File: src/rtl/blt_pkg.sv
// ----------------------------------------------------------------------------
// blt_pkg
// Shared widths, codes and the command word type of the line stepper.
// ----------------------------------------------------------------------------
package blt_pkg;

    localparam int COORD_BITS    = 16;
    localparam int FRAME_BITS    = 13;
    localparam int MAX_FRAME_DIM = 4096;
    localparam int DIM_BITS      = $clog2(MAX_FRAME_DIM);
    localparam int ADDR_BITS     = 24;
    localparam int COLOR_BITS    = 8;
    localparam int APB_DATA_BITS = 32;
    localparam int APB_ADDR_BITS = 3;

    // Command codes
    localparam logic FUNC_LOAD = 1'b0;
    localparam logic FUNC_STEP = 1'b1;

    // Register indexes
    typedef enum logic [0:0] {
        REG_FRAME_WIDTH  = 1'b0,
        REG_FRAME_HEIGHT = 1'b1
    } reg_idx_t;

    typedef struct packed {
        logic                          func;
        logic signed [COORD_BITS-1:0]  start_x;
        logic signed [COORD_BITS-1:0]  start_y;
        logic signed [COORD_BITS-1:0]  end_x;
        logic signed [COORD_BITS-1:0]  end_y;
        logic        [COLOR_BITS-1:0]  in_red;
        logic        [COLOR_BITS-1:0]  in_green;
        logic        [COLOR_BITS-1:0]  in_blue;
    } cmd_t;

endpackage

File: src/rtl/blt_if.sv
// ----------------------------------------------------------------------------
// blt_if
// Valid/ready channels of the line stepper: command words in, pixel words out.
// ----------------------------------------------------------------------------
interface blt_cmd_if;
    import blt_pkg::*;

    logic                         valid;
    logic                         ready;
    logic                         func;
    logic signed [COORD_BITS-1:0] start_x;
    logic signed [COORD_BITS-1:0] start_y;
    logic signed [COORD_BITS-1:0] end_x;
    logic signed [COORD_BITS-1:0] end_y;
    logic        [COLOR_BITS-1:0] in_red;
    logic        [COLOR_BITS-1:0] in_green;
    logic        [COLOR_BITS-1:0] in_blue;

    modport source (
        output valid, func, start_x, start_y, end_x, end_y, in_red, in_green, in_blue,
        input  ready
    );
    modport sink (
        input  valid, func, start_x, start_y, end_x, end_y, in_red, in_green, in_blue,
        output ready
    );
endinterface

interface blt_pixel_if;
    import blt_pkg::*;

    logic                         valid;
    logic                         ready;
    logic signed [COORD_BITS-1:0] pixel_x;
    logic signed [COORD_BITS-1:0] pixel_y;
    logic        [ADDR_BITS-1:0]  pixel_address;
    logic        [COLOR_BITS-1:0] out_red;
    logic        [COLOR_BITS-1:0] out_green;
    logic        [COLOR_BITS-1:0] out_blue;
    logic                         write_enable;
    logic                         line_done;

    modport source (
        output valid, pixel_x, pixel_y, pixel_address, out_red, out_green, out_blue,
               write_enable, line_done,
        input  ready
    );
    modport sink (
        input  valid, pixel_x, pixel_y, pixel_address, out_red, out_green, out_blue,
               write_enable, line_done,
        output ready
    );
endinterface

File: src/rtl/bresenham_line_stepper_top.sv
// ----------------------------------------------------------------------------
// bresenham_line_stepper_top
// All-octant Bresenham line engine with frame clipping and address output.
// ----------------------------------------------------------------------------
//  channel  dir  handshake          word
//  cmd      in   valid/ready        load (endpoints, colour) or step
//  pixel    out  valid/ready        x, y, address, colour, write enable, done
//  apb      in   psel/penable/pready frame_width at 0x0, frame_height at 0x4
//
//  A command word is registered, then handled against the line state; a step
//  writes the pixel word register. One word per clock while no step waits.
//  An accepted step is held in the command register, then written to the
//  pixel word register, where its pixel word waits until it is taken.
//  A load never waits on the pixel side; a step waits while the pixel
//  register is full and not taken. Reset clears the line state (no line).
// ----------------------------------------------------------------------------
module bresenham_line_stepper_top
    import blt_pkg::*;
(
    input  logic                     clk,
    input  logic                     rst_n,
    blt_cmd_if.sink                  cmd,
    blt_pixel_if.source              pixel,
    input  logic                     psel,
    input  logic                     penable,
    input  logic                     pwrite,
    input  logic [APB_ADDR_BITS-1:0] paddr,
    input  logic [APB_DATA_BITS-1:0] pwdata,
    output logic [APB_DATA_BITS-1:0] prdata,
    output logic                     pready
);

    localparam int DX_BITS  = COORD_BITS + 1;
    localparam int NDY_BITS = COORD_BITS + 2;
    localparam int ERR_BITS = COORD_BITS + 3;
    localparam int PROD_BITS = DIM_BITS + FRAME_BITS;

    // Configuration
    logic [FRAME_BITS-1:0] frame_width_reg;
    logic [FRAME_BITS-1:0] frame_height_reg;
    logic [FRAME_BITS-1:0] wr_value;
    logic                  apb_write;

    // Command stage
    logic cmd_valid_reg;
    cmd_t cmd_reg;
    cmd_t cmd_in;
    logic cmd_is_step;
    logic pixel_free;
    logic cmd_fire;
    logic step_fire;

    // Line state
    logic signed [COORD_BITS-1:0] cur_x_reg;
    logic signed [COORD_BITS-1:0] cur_y_reg;
    logic signed [COORD_BITS-1:0] target_x_reg;
    logic signed [COORD_BITS-1:0] target_y_reg;
    logic        [DX_BITS-1:0]    delta_x_reg;
    logic signed [NDY_BITS-1:0]   neg_delta_y_reg;
    logic                         step_x_neg_reg;
    logic                         step_y_neg_reg;
    logic signed [ERR_BITS-1:0]   error_term_reg;
    logic        [3*COLOR_BITS-1:0] line_color_reg;
    logic                         line_active_reg;

    // Load set-up
    logic signed [DX_BITS-1:0]    diff_x;
    logic signed [DX_BITS-1:0]    diff_y;
    logic        [DX_BITS-1:0]    load_dx;
    logic signed [NDY_BITS-1:0]   load_ndy;
    logic signed [ERR_BITS-1:0]   load_err;

    // Step
    logic signed [ERR_BITS:0]     doubled;
    logic                         take_x;
    logic                         take_y;
    logic signed [ERR_BITS-1:0]   err_next;
    logic signed [COORD_BITS-1:0] cur_x_next;
    logic signed [COORD_BITS-1:0] cur_y_next;
    logic                         in_frame;
    logic                         at_end;
    logic [PROD_BITS-1:0]         addr_prod;
    logic [PROD_BITS:0]           addr_sum;

    // Pixel register
    logic                         pix_valid_reg;
    logic signed [COORD_BITS-1:0] pix_x_reg;
    logic signed [COORD_BITS-1:0] pix_y_reg;
    logic [ADDR_BITS-1:0]         pix_addr_reg;
    logic [3*COLOR_BITS-1:0]      pix_color_reg;
    logic                         pix_we_reg;
    logic                         pix_done_reg;

    // ------------------------------------------------------------------
    // APB configuration
    // ------------------------------------------------------------------
    assign pready    = 1'b1;
    assign apb_write = psel && penable && pwrite && pready;

    // Clamp the low FRAME_BITS of pwdata to MAX_FRAME_DIM
    always_comb
    begin
        wr_value = pwdata[FRAME_BITS-1:0];
        if (wr_value > FRAME_BITS'(MAX_FRAME_DIM))
        begin
            wr_value = FRAME_BITS'(MAX_FRAME_DIM);
        end
    end

    always_ff @(posedge clk or negedge rst_n)
    begin
        if (!rst_n)
        begin
            frame_width_reg  <= FRAME_BITS'(640);
            frame_height_reg <= FRAME_BITS'(480);
        end
        else if (apb_write)
        begin
            case (reg_idx_t'(paddr[2]))
                REG_FRAME_WIDTH:  frame_width_reg  <= wr_value;
                REG_FRAME_HEIGHT: frame_height_reg <= wr_value;
                default:          ;
            endcase
        end
    end

    always_comb
    begin
        case (reg_idx_t'(paddr[2]))
            REG_FRAME_WIDTH:  prdata = APB_DATA_BITS'(frame_width_reg);
            REG_FRAME_HEIGHT: prdata = APB_DATA_BITS'(frame_height_reg);
            default:          prdata = '0;
        endcase
    end

    // ------------------------------------------------------------------
    // Command stage
    // ------------------------------------------------------------------
    assign cmd_in.func     = cmd.func;
    assign cmd_in.start_x  = cmd.start_x;
    assign cmd_in.start_y  = cmd.start_y;
    assign cmd_in.end_x    = cmd.end_x;
    assign cmd_in.end_y    = cmd.end_y;
    assign cmd_in.in_red   = cmd.in_red;
    assign cmd_in.in_green = cmd.in_green;
    assign cmd_in.in_blue  = cmd.in_blue;

    assign cmd_is_step = (cmd_reg.func == FUNC_STEP);
    assign pixel_free  = !pix_valid_reg || pixel.ready;
    // Loads never wait; steps hold until the pixel register can take a word
    assign cmd_fire    = cmd_valid_reg && (!cmd_is_step || pixel_free);
    assign step_fire   = cmd_fire && cmd_is_step;
    assign cmd.ready   = !cmd_valid_reg || cmd_fire;

    always_ff @(posedge clk or negedge rst_n)
    begin
        if (!rst_n)
        begin
            cmd_valid_reg <= 1'b0;
        end
        else if (cmd.valid && cmd.ready)
        begin
            cmd_valid_reg <= 1'b1;
        end
        else if (cmd_fire)
        begin
            cmd_valid_reg <= 1'b0;
        end
    end

    always_ff @(posedge clk)
    begin
        if (cmd.valid && cmd.ready)
        begin
            cmd_reg <= cmd_in;
        end
    end

    // ------------------------------------------------------------------
    // Load set-up: directions, deltas and initial error
    // ------------------------------------------------------------------
    always_comb
    begin
        diff_x   = DX_BITS'(cmd_reg.end_x) - DX_BITS'(cmd_reg.start_x);
        diff_y   = DX_BITS'(cmd_reg.end_y) - DX_BITS'(cmd_reg.start_y);
        load_dx  = (diff_x < 0) ? DX_BITS'(-diff_x) : DX_BITS'(diff_x);
        load_ndy = (diff_y > 0) ? -NDY_BITS'(diff_y) : NDY_BITS'(diff_y);
        load_err = ERR_BITS'(signed'({1'b0, load_dx})) + ERR_BITS'(load_ndy);
    end

    // ------------------------------------------------------------------
    // Step: clip, end test, address and error advance
    // ------------------------------------------------------------------
    always_comb
    begin
        doubled = {error_term_reg, 1'b0};
        take_x  = doubled >= (ERR_BITS + 1)'(neg_delta_y_reg);
        take_y  = doubled <= signed'((ERR_BITS + 1)'(delta_x_reg));
        err_next = error_term_reg
                 + (take_x ? ERR_BITS'(neg_delta_y_reg) : ERR_BITS'(0))
                 + (take_y ? signed'(ERR_BITS'(delta_x_reg)) : ERR_BITS'(0));
        cur_x_next = cur_x_reg;
        cur_y_next = cur_y_reg;
        if (take_x)
        begin
            cur_x_next = step_x_neg_reg ? cur_x_reg - COORD_BITS'(1)
                                        : cur_x_reg + COORD_BITS'(1);
        end
        if (take_y)
        begin
            cur_y_next = step_y_neg_reg ? cur_y_reg - COORD_BITS'(1)
                                        : cur_y_reg + COORD_BITS'(1);
        end

        in_frame = !cur_x_reg[COORD_BITS-1] && !cur_y_reg[COORD_BITS-1]
                && (unsigned'(cur_x_reg) < COORD_BITS'(frame_width_reg))
                && (unsigned'(cur_y_reg) < COORD_BITS'(frame_height_reg));
        at_end = (cur_x_reg == target_x_reg) && (cur_y_reg == target_y_reg);

        // Inside the frame both coordinates fit the dimension width
        addr_prod = PROD_BITS'(cur_y_reg[DIM_BITS-1:0]) * PROD_BITS'(frame_width_reg);
        addr_sum  = (PROD_BITS + 1)'(addr_prod)
                  + (PROD_BITS + 1)'(cur_x_reg[DIM_BITS-1:0]);
    end

    always_ff @(posedge clk or negedge rst_n)
    begin
        if (!rst_n)
        begin
            cur_x_reg       <= '0;
            cur_y_reg       <= '0;
            target_x_reg    <= '0;
            target_y_reg    <= '0;
            delta_x_reg     <= '0;
            neg_delta_y_reg <= '0;
            step_x_neg_reg  <= 1'b0;
            step_y_neg_reg  <= 1'b0;
            error_term_reg  <= '0;
            line_color_reg  <= '0;
            line_active_reg <= 1'b0;
        end
        else if (cmd_fire)
        begin
            if (!cmd_is_step)
            begin
                cur_x_reg       <= cmd_reg.start_x;
                cur_y_reg       <= cmd_reg.start_y;
                target_x_reg    <= cmd_reg.end_x;
                target_y_reg    <= cmd_reg.end_y;
                delta_x_reg     <= load_dx;
                neg_delta_y_reg <= load_ndy;
                step_x_neg_reg  <= !(diff_x > 0);
                step_y_neg_reg  <= !(diff_y > 0);
                error_term_reg  <= load_err;
                line_color_reg  <= {cmd_reg.in_red, cmd_reg.in_green, cmd_reg.in_blue};
                line_active_reg <= 1'b1;
            end
            else if (line_active_reg)
            begin
                if (at_end)
                begin
                    line_active_reg <= 1'b0;
                end
                else
                begin
                    cur_x_reg      <= cur_x_next;
                    cur_y_reg      <= cur_y_next;
                    error_term_reg <= err_next;
                end
            end
        end
    end

    // ------------------------------------------------------------------
    // Pixel word register
    // ------------------------------------------------------------------
    always_ff @(posedge clk or negedge rst_n)
    begin
        if (!rst_n)
        begin
            pix_valid_reg <= 1'b0;
        end
        else if (step_fire)
        begin
            pix_valid_reg <= 1'b1;
        end
        else if (pixel.ready)
        begin
            pix_valid_reg <= 1'b0;
        end
    end

    always_ff @(posedge clk)
    begin
        if (step_fire)
        begin
            if (line_active_reg)
            begin
                pix_x_reg     <= cur_x_reg;
                pix_y_reg     <= cur_y_reg;
                pix_addr_reg  <= in_frame ? addr_sum[ADDR_BITS-1:0] : '0;
                pix_color_reg <= line_color_reg;
                pix_we_reg    <= in_frame;
                pix_done_reg  <= at_end;
            end
            else
            begin
                // No line: report done, write nothing
                pix_x_reg     <= '0;
                pix_y_reg     <= '0;
                pix_addr_reg  <= '0;
                pix_color_reg <= '0;
                pix_we_reg    <= 1'b0;
                pix_done_reg  <= 1'b1;
            end
        end
    end

    assign pixel.valid         = pix_valid_reg;
    assign pixel.pixel_x       = pix_x_reg;
    assign pixel.pixel_y       = pix_y_reg;
    assign pixel.pixel_address = pix_addr_reg;
    assign pixel.out_red       = pix_color_reg[3*COLOR_BITS-1:2*COLOR_BITS];
    assign pixel.out_green     = pix_color_reg[2*COLOR_BITS-1:COLOR_BITS];
    assign pixel.out_blue      = pix_color_reg[COLOR_BITS-1:0];
    assign pixel.write_enable  = pix_we_reg;
    assign pixel.line_done     = pix_done_reg;

endmodule
File: src/flat_wrapper.sv
// flat-port wrapper written by rule: the top's interface ports become plain ports
module bresenham_line_stepper_top_flat import blt_pkg::*;
  (clk, rst_n, psel, penable, pwrite, paddr, pwdata, prdata, pready, cmd_valid, cmd_func, cmd_start_x, cmd_start_y, cmd_end_x, cmd_end_y, cmd_in_red, cmd_in_green, cmd_in_blue, cmd_ready, pixel_valid, pixel_pixel_x, pixel_pixel_y, pixel_pixel_address, pixel_out_red, pixel_out_green, pixel_out_blue, pixel_write_enable, pixel_line_done, pixel_ready);
  blt_cmd_if cmd_i ();
  blt_pixel_if pixel_i ();
  input  logic clk;
  input  logic rst_n;
  input  logic psel;
  input  logic penable;
  input  logic pwrite;
  input  logic [APB_ADDR_BITS-1:0] paddr;
  input  logic [APB_DATA_BITS-1:0] pwdata;
  output logic [APB_DATA_BITS-1:0] prdata;
  output logic pready;
  input wire logic [$bits(cmd_i.valid)-1:0] cmd_valid;
  input wire logic [$bits(cmd_i.func)-1:0] cmd_func;
  input wire logic [$bits(cmd_i.start_x)-1:0] cmd_start_x;
  input wire logic [$bits(cmd_i.start_y)-1:0] cmd_start_y;
  input wire logic [$bits(cmd_i.end_x)-1:0] cmd_end_x;
  input wire logic [$bits(cmd_i.end_y)-1:0] cmd_end_y;
  input wire logic [$bits(cmd_i.in_red)-1:0] cmd_in_red;
  input wire logic [$bits(cmd_i.in_green)-1:0] cmd_in_green;
  input wire logic [$bits(cmd_i.in_blue)-1:0] cmd_in_blue;
  output wire logic [$bits(cmd_i.ready)-1:0] cmd_ready;
  output wire logic [$bits(pixel_i.valid)-1:0] pixel_valid;
  output wire logic [$bits(pixel_i.pixel_x)-1:0] pixel_pixel_x;
  output wire logic [$bits(pixel_i.pixel_y)-1:0] pixel_pixel_y;
  output wire logic [$bits(pixel_i.pixel_address)-1:0] pixel_pixel_address;
  output wire logic [$bits(pixel_i.out_red)-1:0] pixel_out_red;
  output wire logic [$bits(pixel_i.out_green)-1:0] pixel_out_green;
  output wire logic [$bits(pixel_i.out_blue)-1:0] pixel_out_blue;
  output wire logic [$bits(pixel_i.write_enable)-1:0] pixel_write_enable;
  output wire logic [$bits(pixel_i.line_done)-1:0] pixel_line_done;
  input wire logic [$bits(pixel_i.ready)-1:0] pixel_ready;
  assign cmd_i.valid = cmd_valid;
  assign cmd_i.func = cmd_func;
  assign cmd_i.start_x = cmd_start_x;
  assign cmd_i.start_y = cmd_start_y;
  assign cmd_i.end_x = cmd_end_x;
  assign cmd_i.end_y = cmd_end_y;
  assign cmd_i.in_red = cmd_in_red;
  assign cmd_i.in_green = cmd_in_green;
  assign cmd_i.in_blue = cmd_in_blue;
  assign cmd_ready = cmd_i.ready;
  assign pixel_valid = pixel_i.valid;
  assign pixel_pixel_x = pixel_i.pixel_x;
  assign pixel_pixel_y = pixel_i.pixel_y;
  assign pixel_pixel_address = pixel_i.pixel_address;
  assign pixel_out_red = pixel_i.out_red;
  assign pixel_out_green = pixel_i.out_green;
  assign pixel_out_blue = pixel_i.out_blue;
  assign pixel_write_enable = pixel_i.write_enable;
  assign pixel_line_done = pixel_i.line_done;
  assign pixel_i.ready = pixel_ready;
  bresenham_line_stepper_top u_core (.clk(clk), .rst_n(rst_n), .cmd(cmd_i), .pixel(pixel_i), .psel(psel), .penable(penable), .pwrite(pwrite), .paddr(paddr), .pwdata(pwdata), .prdata(prdata), .pready(pready));
endmodule
File: config.mk
export PLATFORM = sky130hd
export DESIGN_NAME = bresenham_line_stepper_top_flat
export DESIGN_NICKNAME = d
export VERILOG_FILES = /design/src/rtl/blt_pkg.sv /design/src/rtl/blt_if.sv /design/src/rtl/bresenham_line_stepper_top.sv /design/src/flat_wrapper.sv
export SDC_FILE = /design/constraint.sdc
export NUM_CORES = 1
export LEC_CHECK = 0
export BUFFER_PORTS_ARGS = -buffer_cell sky130_fd_sc_hd__buf_2
export CAP_MARGIN = 10
export CORE_MARGIN = 2
export CORE_UTILIZATION = 35
export CTS_CLUSTER_SIZE = 24
export DETAILED_ROUTE_END_ITERATION = 10
export GPL_ROUTABILITY_DRIVEN = 0
export PLACE_DENSITY_LB_ADDON = 0.1
export SLEW_MARGIN = 5
export SYNTH_ARGS = -nofsm -noshare
export SYNTH_HDL_FRONTEND = slang
export SYNTH_SLANG_ARGS = --single-unit
File: constraint.sdc
create_clock -name clk -period 9.6 [get_ports clk]
set_input_delay 0.48 -clock clk [delete_from_list [all_inputs] [get_ports clk]]
set_output_delay 0.48 -clock clk [all_outputs]
set_load 0.01 [all_outputs]
==> results.toml, run 1 <==
[run_status]
status = "completed"

[global_routing]
grt_use_total = 0.200
globalRoute.totalOverflow = 0
grt_pass1_vias = 20300
antenna_found_initial = 6
grt_max_degree = 105
grt_pass1_wl_mm = 119

[critical_path]
cp.depth = 21
crit_chain = "inv_1 -> ha_1 -> a21o_1 -> a21o_1 -> a21oi_1 -> o221ai_1 -> o21ai_0 -> nand3_1 -> nand2_1 -> fa_1 -> inv_1 -> ha_1 -> and3_1 -> a221oi_1 -> a2111oi_0 -> o31ai_1 -> a21oi_1 -> a31oi_1 -> xnor2_1 -> mux2i_1 -> a221o_1"
cp-start-kind = "flip-flop"
crit_path_end_kind = "flip-flop"
required_ns = 10.05
cp_max_fo = 15
crit_type = "reg2reg"
cp_top_family = "compound AO/OA/AOI/OAI gates"
critPathMaxStageDelay_ns = 0.75
worstPathArrival_ns = 7.37
slowest_stage = "nand3_1"
crit_buf_inv = 2
ff2ff_path_depth = 21

[finish]
multi_input_area_um2 = 15000
nets = 3421
nFillCells = 7409
final_util = 0.399
largest_reg_flops = 88
seq_area_um2 = 9470
layout-drive-gt1-share = 0.124
layout-area-overhead-vs-synth_pct = 13.4

[cts]
cts_made_buffers = 46
root_buffer = "clkbuf_16"
clock_path_buffers = 3
cts_tree = "done"
insertion_delay_ns = 0.59
clk_pin_slew_worst_paths_ns = 0.05
cts-resized-gates = 0
cts_setup_buffers = 0
cts_hold_buf = 0
numClockSinks = 344
cts_htree_levels = 2

[routing]
drc = 0
drt_iter0_markers = 1026
ant_nets = 0
vias = 19800
drt-total-wl_mm = 76.5
viasPerCell = 5.04
drtPass1Iterations = 7
routedWlPerCell_um = 19.5

[sta]
final.min_clock_period_ns = 6.92
hold_viol_final = 0
skew_ns = 0.0325
tightest_slew_ns = 1.06
fin_ws_ns = 2.68
fmaxAchievable_mhz = 145
max_slew_margin = 0.296
drv_slew = 0
setup_viol = 0
finalSetupTns_ns = 0
timing.final.crit_share = 0.721
rsz0062_at_grt = "no"

[synthesis]
synth_edf_count = 171
yosys_register_bits = 344
synth_common_cells = "nand2_1, inv_1, ha_1"
synth_most_common_cell = "nand2_1"
yosys_warnings = 0
syn_inst = 2736
synthTopCellsByArea = "edfxtp_1, dfrtp_1, fa_1"
synth.yosys.seq_area_share = 0.363
syn_area_per_cell_um2 = 9.53
synth_cell_type_count = 84
synth_area_um2 = 26100
synth_ff_type = "edfxtp_1"
async_reset_ff_frac = 0.503
yosysTopAreaCell = "edfxtp_1"
synth_top_cell_area_share = 0.197

[pwr]
ir_drop_mv = 0.219
p_leak_nw = 13.8
p_per_area_nw_per_um2 = 375

[hold_path]
hp-class = "in2async"

[place]
post-dp-hpwl_mm = 57.6
preCtsSetupSlack_ns = 2.80
io_buffer_count = 206

[floorplanning]
core-area_um2 = 74100
die-area_um2 = 76700
row_count = 100
die_h_um = 277
boundaryPins = 248
dieWidth_um = 277
start_util = 0.352

[job]
drv_cap = 0
area by class of cell:
type                    instances  area share
well taps                     969      0.0410
flip-flops and latches        344       0.320
repair buffers                233      0.0420
inverters                     315      0.0400
clock buffers                  69      0.0446
clock inverters                16     0.00440
multi-input cells            1983       0.507
diodes                          2    0.000169
metrics by stage:
stage | hold WS [ns] | power [mW] | cells | cell area [um2]
finish | 0.0618 | 11.1 | 3931 | 29600
global route | 0.0515 | 12.3 | 3931 | 29600
CTS | 0.0347 | 11.2 | 3929 | 29600
detailed placement | 0.429 | 9.45 | 3844 | 28100
global placement | 0.419 | 9.40 | 3844 | 28100
floorplan | 0.184 | 7.63 | 2754 | 26100
logic make-up after synthesis:
family	count (synthesis)	synth area share
simple gates	933	0.169
compound gates	477	0.119
buf+inv	427	0.0647
fa+ha+maj	367	0.217
flops	344	0.363
xor+xnor	132	0.0443
mux	54	0.0220
other cells	2	0.000288
cells in the final DEF, fill, tap and decap left out, drive strengths merged, types with 19 or more instances in the layout:
cell type and instances:
dfrtp 167, nor2 154, nand2 415, or2 19, a211oi 27, conb 20, buf 232, a31oi 25
nor3 47, mux2i 28, fa 143, ha 224, clkbuf 70, nand4 20, nand3 26, xnor2 96
o21a 22, o21ai 138, mux2 26, nor2b 23, a21oi 108, and2 115, inv 316, nand2b 28
a21o 46, or3 21, edfxtp 171, xor2 36
worst register-to-register path: cells and delay by family, from the launching register on:
family,cells,cell delay [ns]
xor+xnor,1,0.18
mux,1,0.11
flops,1,0.39
buf+inv,2,0.13
fa+ha+maj,3,1.00
simple gates,3,1.27
compound gates,11,3.70
report_power, final:
group / leakage [nW] / internal [mW] / switching [mW]
clock: 0.699 / 0.997 / 0.679
combinational: 9.38 / 3.03 / 4.08
sequential: 3.72 / 1.86 / 0.435
total: 13.8 / 5.89 / 5.19
worst paths after layout:
| check | from | end | slack, ns |
|---|---|---|---|
| worst max-delay path | u_core.neg_delta_y_reg[13] | u_core.error_term_reg[18] | 2.68 |
| worst min-delay path | rst_n | u_core.error_term_reg[4] | 0.06 |
| worst max register to register | u_core.neg_delta_y_reg[13] | u_core.error_term_reg[18] | 2.68 |
| worst min register to register | u_core.cmd_reg[19] | u_core.line_color_reg[19] | 0.44 |
| max in group asynchronous | rst_n | u_core.line_active_reg | 7.93 |
| min in group clk | cmd_end_x[5] | u_core.cmd_reg[45] | 0.08 |
per-layer routing:
metal | vias up | GRT usage | share of wire
met5 | - | 0 | 0.00038
met4 | 6 | 0.0559 | 0.027
met2 | 414 | 0.335 | 0.47
met3 | 108 | 0.0325 | 0.047
li1 | 9623 | - | -
met1 | 9643 | 0.266 | 0.45
Note: power is estimated with default switching activity, not from simulation.
==> run 2, diff against run 1 <==
--- a/config.mk
+++ b/config.mk
@@ -5,6 +5,7 @@
 export SDC_FILE = /design/constraint.sdc
 export NUM_CORES = 1
 export LEC_CHECK = 0
+export ABC_AREA = 1
 export BUFFER_PORTS_ARGS = -buffer_cell sky130_fd_sc_hd__buf_2
 export CAP_MARGIN = 10
 export CORE_MARGIN = 2
==> constraint.sdc (replaced) <==
create_clock -name clk -period 7.3 [get_ports clk]
set_input_delay 0.365 -clock clk [delete_from_list [all_inputs] [get_ports clk]]
set_output_delay 0.365 -clock clk [all_outputs]
set_load 0.01 [all_outputs]
==> results.toml, run 2 <==
[synthesis]
syn_area_per_cell_um2 = 7.93
synth_most_common_cell = "nand2_1"
synth.yosys.seq_area_share = 0.346
synth_area_um2 = 27400
synth_edf_count = 171
yosys_register_bits = 344
synth_top_cell_area_share = 0.187
syn_inst = 3458
synth_common_cells = "nand2_1, inv_1, ha_1"
yosys_warnings = 0
synth_ff_type = "edfxtp_1"
synth_cell_type_count = 58
yosysTopAreaCell = "edfxtp_1"
synthTopCellsByArea = "edfxtp_1, dfrtp_1, nand2_1"
async_reset_ff_frac = 0.503

[global_routing]
antenna_found_initial = 3
grt_use_total = 0.209
grt_pass1_vias = 22800
grt_pass1_wl_mm = 131
globalRoute.totalOverflow = 0
grt_max_degree = 68

[floorplanning]
boundaryPins = 248
die-area_um2 = 80600
row_count = 102
core-area_um2 = 77500
start_util = 0.354
die_h_um = 284
dieWidth_um = 284

[routing]
viasPerCell = 4.74
ant_nets = 0
routedWlPerCell_um = 17.4
drt-total-wl_mm = 83.5
vias = 22700
drt_iter0_markers = 1417
drtPass1Iterations = 6
drc = 0

[finish]
multi_input_area_um2 = 15100
layout-area-overhead-vs-synth_pct = 15.9
nets = 4217
instances_no_fill = 4797
largest_reg_flops = 88
nFillCells = 8014
seq_area_um2 = 9470
stdcell_area_um2 = 31800
final_util = 0.410
final_common_cell = "nand2_1"
layout_common_cells = "nand2_1, inv_1, ha_1"
layout-drive-gt1-share = 0.101

[critical_path]
cp_max_fo = 18
crit_buf_inv = 4
crit_path_end_kind = "flip-flop"
slowest_stage = "dfrtp_1"
crit_type = "reg2reg"
critPathMaxStageDelay_ns = 0.91
cp_top_family = "adder cells"
worstPathArrival_ns = 6.25
required_ns = 7.59
crit_chain = "nand2_1 -> fa_1 -> inv_1 -> fa_1 -> fa_1 -> inv_1 -> fa_1 -> fa_1 -> inv_1 -> ha_1 -> a21oi_1 -> o21ai_0 -> a21oi_1 -> inv_1 -> a21oi_1 -> o21ai_0 -> a21oi_1 -> or2_2 -> a21oi_1"
cp-start-kind = "flip-flop"

[cts]
cts-resized-gates = 0
insertion_delay_ns = 0.60
cts_setup_buffers = 0
cts_tree = "done"
root_buffer = "clkbuf_16"
numClockSinks = 344
cts_htree_levels = 2
clk_pin_slew_worst_paths_ns = 0.05
clock_path_buffers = 3
cts_made_buffers = 45

[place]
io_buffer_count = 206
post-dp-hpwl_mm = 64.1
dpl_cell_area_um2 = 29400
dp_cells = 4621

[pwr]
ir_drop_mv = 0.206
p_leak_nw = 16.5
p_per_area_nw_per_um2 = 391

[sta]
setup_viol = 0
rsz0062_at_grt = "no"
fmaxAchievable_mhz = 168
final.min_clock_period_ns = 5.96
drv_slew = 0
max_slew_margin = 0.359
tightest_slew_ns = 0.959
finalSetupTns_ns = 0
timing.final.crit_share = 0.817
skew_ns = 0.0122
hold_viol_final = 0

[job]
drv_cap = 0

[hold_path]
hp-class = "in2reg"

[run_status]
status = "completed"
-- run 2: changes by cell type after synthesis, moves of 64 or more --
cell     delta
inv_1     +308
and2_1    -111
nand2_1   +595
a21oi_1    +64
o21ai_0    +65
nand3_1   +117
-- run 2: area by class of cell --
type,instances,share of cell area
well taps,1040,0.0410
repair buffers,313,0.0652
clock inverters,21,0.00701
diodes,1,0.0000788
flip-flops and latches,344,0.298
inverters,630,0.0746
clock buffers,63,0.0391
multi-input cells,2385,0.475
-- run 2: cell families (layout without fill, tap and decap cells) --
family	Yosys count	count (layout)	synth area share
xor+xnor	87	87	0.0289
simple gates	1457	1457	0.222
buf+inv	747	1027	0.107
other cells	2	21	0.000274
fa+ha+maj	367	367	0.207
compound gates	454	454	0.0898
flops	344	344	0.346
-- run 2: worst min-delay path, stage by stage --
cell	delay [ns]
buf_2	0.11
nand2_1	0.07
o21ai_0	0.07
-- run 2: repair_timing --
| item | CTS | global route |
|---|---|---|
| endpoints found under the setup margin | 0 | 0 |
| hold buffers | 91 | 0 |
| hold endpoints to repair | 153 | 0 |
-- run 2: metal layers --
metal,global-route usage,up-vias,share of wire
met5,0,-,0
met4,0.0587,0,0.026
met3,0.0253,103,0.042
met2,0.350,424,0.47
met1,0.283,10700,0.46
li1,-,11500,-
-- run 2: worst paths after layout --
| check | end | slack, ns | start | depth (start not counted) |
|---|---|---|---|---|
| min | u_core.frame_width_reg[7] | 0.04 | pwdata[7] | 3 |
| min reg2reg | u_core.line_color_reg[7] | 0.44 | u_core.cmd_reg[7] | 2 |
| max reg2reg | u_core.pixel.pixel_address[18] | 1.34 | u_core.cur_y_reg[2] | 19 |
| max in group asynchronous | u_core.line_active_reg | 5.57 | rst_n | 3 |
| min in group asynchronous | u_core.neg_delta_y_reg[0] | 0.33 | rst_n | 2 |
| max | u_core.pixel.pixel_address[18] | 1.34 | u_core.cur_y_reg[2] | 19 |
-- run 2: report_power, final --
group / internal (mW) / switching [mW] / total (mW)
logic: 2.66 / 4.50 / 7.15
registers: 2.42 / 0.639 / 3.06
clock network: 1.30 / 0.915 / 2.22
-- run 2: per-stage QoR --
| stage | power [mW] | hold slack [ns] | setup WS [ns] |
|---|---|---|---|
| global route | 13.8 | 0.0308 | 0.984 |
| detailed placement | 10.2 | 0.420 | 1.34 |
| CTS | 12.6 | 0.00173 | 1.35 |
| global placement | 10.2 | 0.418 | 1.41 |
| floorplan | 8.19 | 0.0694 | 1.99 |
| finish | 12.4 | 0.0366 | 1.34 |
